===== src/hw/rtl/rsst_div.sv =====
// Pipelined restoring divider, one quotient bit per stage, for the unit direction.
// Computes (dividend << (Q_W-1)) / divisor; a zero divisor gives a zero quotient.
`timescale 1ns / 1ps
`default_nettype none

module rsst_div #(
    parameter int DVD_W = 30,
    parameter int DVS_W = 31,
    parameter int Q_W   = 17
) (
    input  wire logic             aclk,
    input  wire logic [Q_W-1:0]   stage_en,
    input  wire logic [DVD_W-1:0] dividend,
    input  wire logic [DVS_W-1:0] divisor,
    output logic      [Q_W-1:0]   quotient
);

    localparam int REM_W = DVS_W + Q_W;

    logic [REM_W-1:0] rem_reg [Q_W-1];
    logic [DVS_W-1:0] dvs_reg [Q_W];
    logic [Q_W-1:0]   quo_reg [Q_W];

    for (genvar j = 0; j < Q_W; j++) begin : g_step
        localparam int K = Q_W - 1 - j;
        logic [REM_W-1:0] rem_prev;
        logic [DVS_W-1:0] dvs_prev;
        logic [Q_W-1:0]   quo_prev;
        logic [REM_W-1:0] trial;
        logic             take;

        if (j == 0) begin : g_first
            assign rem_prev = REM_W'(dividend) << (Q_W - 1);
            assign dvs_prev = divisor;
            assign quo_prev = '0;
        end else begin : g_mid
            assign rem_prev = rem_reg[j-1];
            assign dvs_prev = dvs_reg[j-1];
            assign quo_prev = quo_reg[j-1];
        end

        assign trial = REM_W'(dvs_prev) << K;
        assign take  = (rem_prev >= trial);

        always_ff @(posedge aclk) begin
            if (stage_en[j]) begin
                dvs_reg[j] <= dvs_prev;
                quo_reg[j] <= {quo_prev[Q_W-2:0], take};
            end
        end

        if (j < Q_W - 1) begin : g_rem
            logic [REM_W-1:0] rem_next;
            assign rem_next = take ? (rem_prev - trial) : rem_prev;
            always_ff @(posedge aclk) begin
                if (stage_en[j]) begin
                    rem_reg[j] <= rem_next;
                end
            end
        end
    end

    assign quotient = quo_reg[Q_W-1] & {Q_W{|dvs_reg[Q_W-1]}};

endmodule

`default_nettype wire


===== config.mk =====
export PLATFORM = sky130hd
export DESIGN_NAME = rsst_div
export DESIGN_NICKNAME = d
export VERILOG_FILES = /design/src/hw/rtl/rsst_div.sv
export SDC_FILE = /design/constraint.sdc
export NUM_CORES = 2
export LEC_CHECK = 0
export BUFFER_PORTS_ARGS = -buffer_cell sky130_fd_sc_hd__buf_4
export CAP_MARGIN = 10
export CORE_MARGIN = 10
export CORE_UTILIZATION = 65
export CTS_BUF_LIST = sky130_fd_sc_hd__clkbuf_4 sky130_fd_sc_hd__clkbuf_8
export DETAILED_ROUTE_END_ITERATION = 8
export PLACE_DENSITY = 0.79
export SLEW_MARGIN = 20
export SYNTH_ARGS = -nofsm -noshare
export SYNTH_HDL_FRONTEND = slang
export SYNTH_SLANG_ARGS = --single-unit
export TNS_END_PERCENT = 50

===== constraint.sdc =====
create_clock -name aclk -period 6 [get_ports aclk]
set_input_delay 0.9 -clock aclk [delete_from_list [all_inputs] [get_ports aclk]]
set_output_delay 0.9 -clock aclk [all_outputs]
set_load 0.02 [all_outputs]

== Yosys cells after proc, flatten, opt, wreduce, memory -nomap -nowiden ==
Memory sizes are Yosys's and may differ from the RTL's.
Index checks and enable logic that the tools add are counted.
Widths: inputs -> output; s select.

* Bits in registers: 0
* Memory bits (writable): 1584
* Memories: 3

* Add/subtract/negate cells: 16
* Magnitude comparators: 17
* Multiplexer cells: 50
* Bitwise operators: 1
* Reduce and logical (&&, ||, !) cells: 1

{| class="wikitable"
|+ Memories
! memory !! depth !! bits a word !! rd ports !! clocked after memory_dff !! write ports !! RTL line !! RTL
|-
| rem_reg || 16 || 48 || 16 || 0 || 16 || 20 || <nowiki>logic [REM_W-1:0] rem_reg [Q_W-1];</nowiki>
|-
| dvs_reg || 17 || 31 || 17 || 0 || 17 || 21 || <nowiki>logic [DVS_W-1:0] dvs_reg [Q_W];</nowiki>
|-
| quo_reg || 17 || 17 || 17 || 0 || 17 || 22 || <nowiki>logic [Q_W-1:0] quo_reg [Q_W];</nowiki>
|}

{| class="wikitable"
|+ Operators with widths
! operator !! count
|-
| $mux 48 || 16
|-
| $ge 48x31->1 || 1
|-
| $ge 48x32->1 || 1
|-
| $ge 48x33->1 || 1
|-
| $ge 48x34->1 || 1
|-
| $ge 48x35->1 || 1
|-
| $ge 48x36->1 || 1
|-
| $ge 48x37->1 || 1
|-
| $ge 48x38->1 || 1
|-
| $ge 48x39->1 || 1
|-
| $ge 48x40->1 || 1
|-
| $ge 48x41->1 || 1
|-
| $ge 48x42->1 || 1
|-
| $ge 48x43->1 || 1
|-
| $ge 48x44->1 || 1
|-
| $ge 48x45->1 || 1
|-
| $ge 48x46->1 || 1
|-
| $sub 46x47->48 || 1
|-
| $sub 48x32->48 || 1
|-
| $sub 48x33->48 || 1
|-
| $sub 48x34->48 || 1
|-
| $sub 48x35->48 || 1
|-
| $sub 48x36->48 || 1
|-
| $sub 48x37->48 || 1
|-
| other kinds (13) || 46
|}

== Longest topological paths before layout ==
An unclocked memory read counts as a cell.

* Depth after elaboration: 3
* Depth in mapped cells: 15
* Depth with buffers taken out: 13

== Least setup slack after synthesis ==
Ideal clock, no wire load.

* Path kind: input-to-reg
* Start: input divisor[2]
* End: memory rem_reg[0][20] (netlist bit), data pin
* Arrival: 3519 ps
* Required time: 5740 ps
* Path slack: 2221 ps
* Cell stages on the path: 12
* Buffers on the path: 1
* Cell sequence: inv_1 ha_1 nor2b_1 o31a_1 o21a_1 o41ai_1 o31ai_1 nor2_1 inv_1 a21oi_1 clkbuf_1 mux2_2

{| class="wikitable"
|+ RTL lines
! item !! RTL line !! RTL
|-
| start: declaration || 14 || <nowiki>input wire logic [DVS_W-1:0] divisor,</nowiki>
|-
| end: declaration || 20 ||
|}

==> impl_metrics.tcl <==
set metrics [dict create \
    core_area_um2 116000 \
    post_cts_resized 0 \
    globalRouteOverflowTotal 0 \
    skew_ns 0.0355 \
    seq_area_frac_synth_pct 51.9 \
    drc 0 \
    worstSetupEndpointType "register" \
    synth_area_leaders "edfxtp_1, ha_1, a21oi_1, o21ai_0, xnor2_1" \
    synth_top_area_share_pct 51.9 \
    yosysMostFrequentCell "edfxtp_1" \
    netlist_instances 7098 \
    rsz0062_at_grt "false" \
    p_per_area_nw_per_um2 470 \
    vias 54500 \
    post-route-util_pct 71.1 \
    period_needed_ns 4.69 \
    cts.sinks 1312 \
    antenna_found_initial 3 \
    cts_buffers 212 \
    slowest_stage "nor4_1" \
    grt_first_pass_wirelength_um 288000 \
    syn2layout_area_growth_pct 8.62 \
    layoutNonFillerInstCount 8945 \
    yosysWarnings 0 \
    drv_slew 0 \
    drt_iter0_markers 3575 \
    final.setup.tns_ns 0 \
    hp-class "primary input to register" \
    initial_utilization_pct 65.5 \
    ys_ff_latch 1312 \
    h-tree-depth 4 \
    clock_latency_ns 0.96 \
    maxSlewHeadroom_pct 22.0 \
    drt-total-wl_um 183000 \
    cp.depth 13 \
    synthDistinctLibCells 99 \
    worstSetupPathType "register to register" \
    vias_per_cell 6.10 \
    maxCapViolCount 0 \
    num_rows 125 \
    finalCritPeriodShare_pct 78.1 \
    post-dp-hpwl_um 142000 \
    finalSetupViolCount 0 \
    path_cells "ha_1 > and3_1 > nand4_1 > nor4_1 > nand4b_1 > and4b_1 > and2_1 > o31a_1 > buf_4 > inv_2 > nand2b_1 > a2111oi_0 > xor2_1" \
    die_w_um 362 \
    die_area_um2 131000 \
    routabilityCongestion 0.999 \
    clock_path_buffers 3 \
    cts_tree "done" \
    io-pin-count 96 \
    synth-edff-count 1312 \
    synth_commonest_cells "edfxtp_1, inv_1, nand2_1" \
    crit_arrival_ns 5.37 \
    synthesis.nets 7718 \
    status "finished, final reports clean" \
    cp_data_required_time_ns 6.69 \
    finalPower_uw 38800 \
    critPathLaunchType "register" \
    dp.cells 8573 \
    grt_pass1_vias 57300 \
    yosys.area.top_type "edfxtp_1" \
    crit_buf_inv 2 \
    cts_hold_repair.buffers 0 \
    antenna_left 0 \
    final_nets 7883 \
    fp.dieH_um 362 \
    io_buffers 95 \
    largest_reg_flops 632 \
    peakVddDrop_mv 0.306 \
    synthFlopType "edfxtp_1" \
    worst_pin_slew_ns 1.16 \
    mappedNetlistArea_um2 76000 \
    p_leak_uw 0.0331 \
    drtPass1Iterations 8 \
    path_max_fanout 25 \
    max_stage_delay_ns 0.77 \
    max_freq_mhz 213 \
    track_usage_pct 27.5 \
    cts-root-buf "clkbuf_8" \
    cts.reportedPaths.clkPinSlew_ns 0.06 \
    drive_gt1_share_pct 8.23 \
    avgRoutedWirePerCell_um 20.4 \
    r2r_cells 13 \
    cp_top_family "simple AND/OR/NAND/NOR gates" \
    grt_max_degree 68 \
    cts_setup_buffers 0 \
    avgSynthCellArea_um2 10.7 \
    hold_viol 0 \
    async_flop_share_pct 0 \
    whs_path_depth 1 \
]
routing by layer:
layer | routed length, um | GRT usage (%) | vias up | share of wire [%]
met1 | 57900 | 23.4 | 25800 | 32
met3 | 6530 | 3.68 | 697 | 3.6
met2 | 103000 | 55.6 | 1799 | 56
li1 | - | - | 26300 | -
met4 | 15300 | 21.9 | 0 | 8.4
met5 | 0 | 0 | - | 0
layout make-up:
cell class              count  area (um2)
flip-flops and latches   1312       39400
fillers                  8088       33500
multi-input cells        4925       33400
clock buffers             275        3400
inverters                 668        2510
well taps                1524        1910
repair buffers            144        1160
clock inverters            96         802
diodes                      1        2.50
metrics by stage:
step | cell area, um2 | worst slack [ns] | hold slack (ns)
global route | 82500 | 1.15 | 0.0779
floorplan | 76000 | 2.22 | 0.400
finish | 82500 | 1.31 | 0.135
detailed placement | 78300 | 1.37 | 0.405
CTS | 82500 | 1.47 | 0.0358
global placement | 78300 | 1.47 | 0.400
final timing paths:
check / from / endpoint / slack, ns
setup / recovery: rem_reg[1][221] / rem_reg[1][276] / 1.31
hold reg to reg: quo_reg[0][256] / quo_reg[1][2] / 0.41
hold / removal: divisor[6] / dvs_reg[0][6] / 0.13
setup reg to reg: rem_reg[1][221] / rem_reg[1][276] / 1.31
power breakdown:
| group | switching, uW | leakage, uW | internal [uW] | total, uW |
|---|---|---|---|---|
| Combinational | 9680 | 0.0182 | 6770 | 16500 |
| Sequential | 1350 | 0.0127 | 13200 | 14600 |
| Clock | 3590 | 0.00223 | 4190 | 7780 |
placed cells by master, fill, tap and decap left out, drive strengths merged, types with 144 or more instances in the layout:
master / count
o21ai: 557
xor2: 259
a21o: 241
edfxtp: 1312
ha: 525
buf: 144
nand2: 617
inv: 678
xnor2: 287
a21oi: 579
nor2: 408
clkbuf: 275
kinds of logic after synthesis:
kind of cell	synth area share [%]
buffers and inverters	4.36
multiplexers	0.932
adder cells (fa/ha/maj)	9.07
AND/OR/NAND/NOR	11.8
flip-flops	51.9
XOR/XNOR	6.29
AO/OA/AOI/OAI	15.7
(Power assumes the default switching activity.)
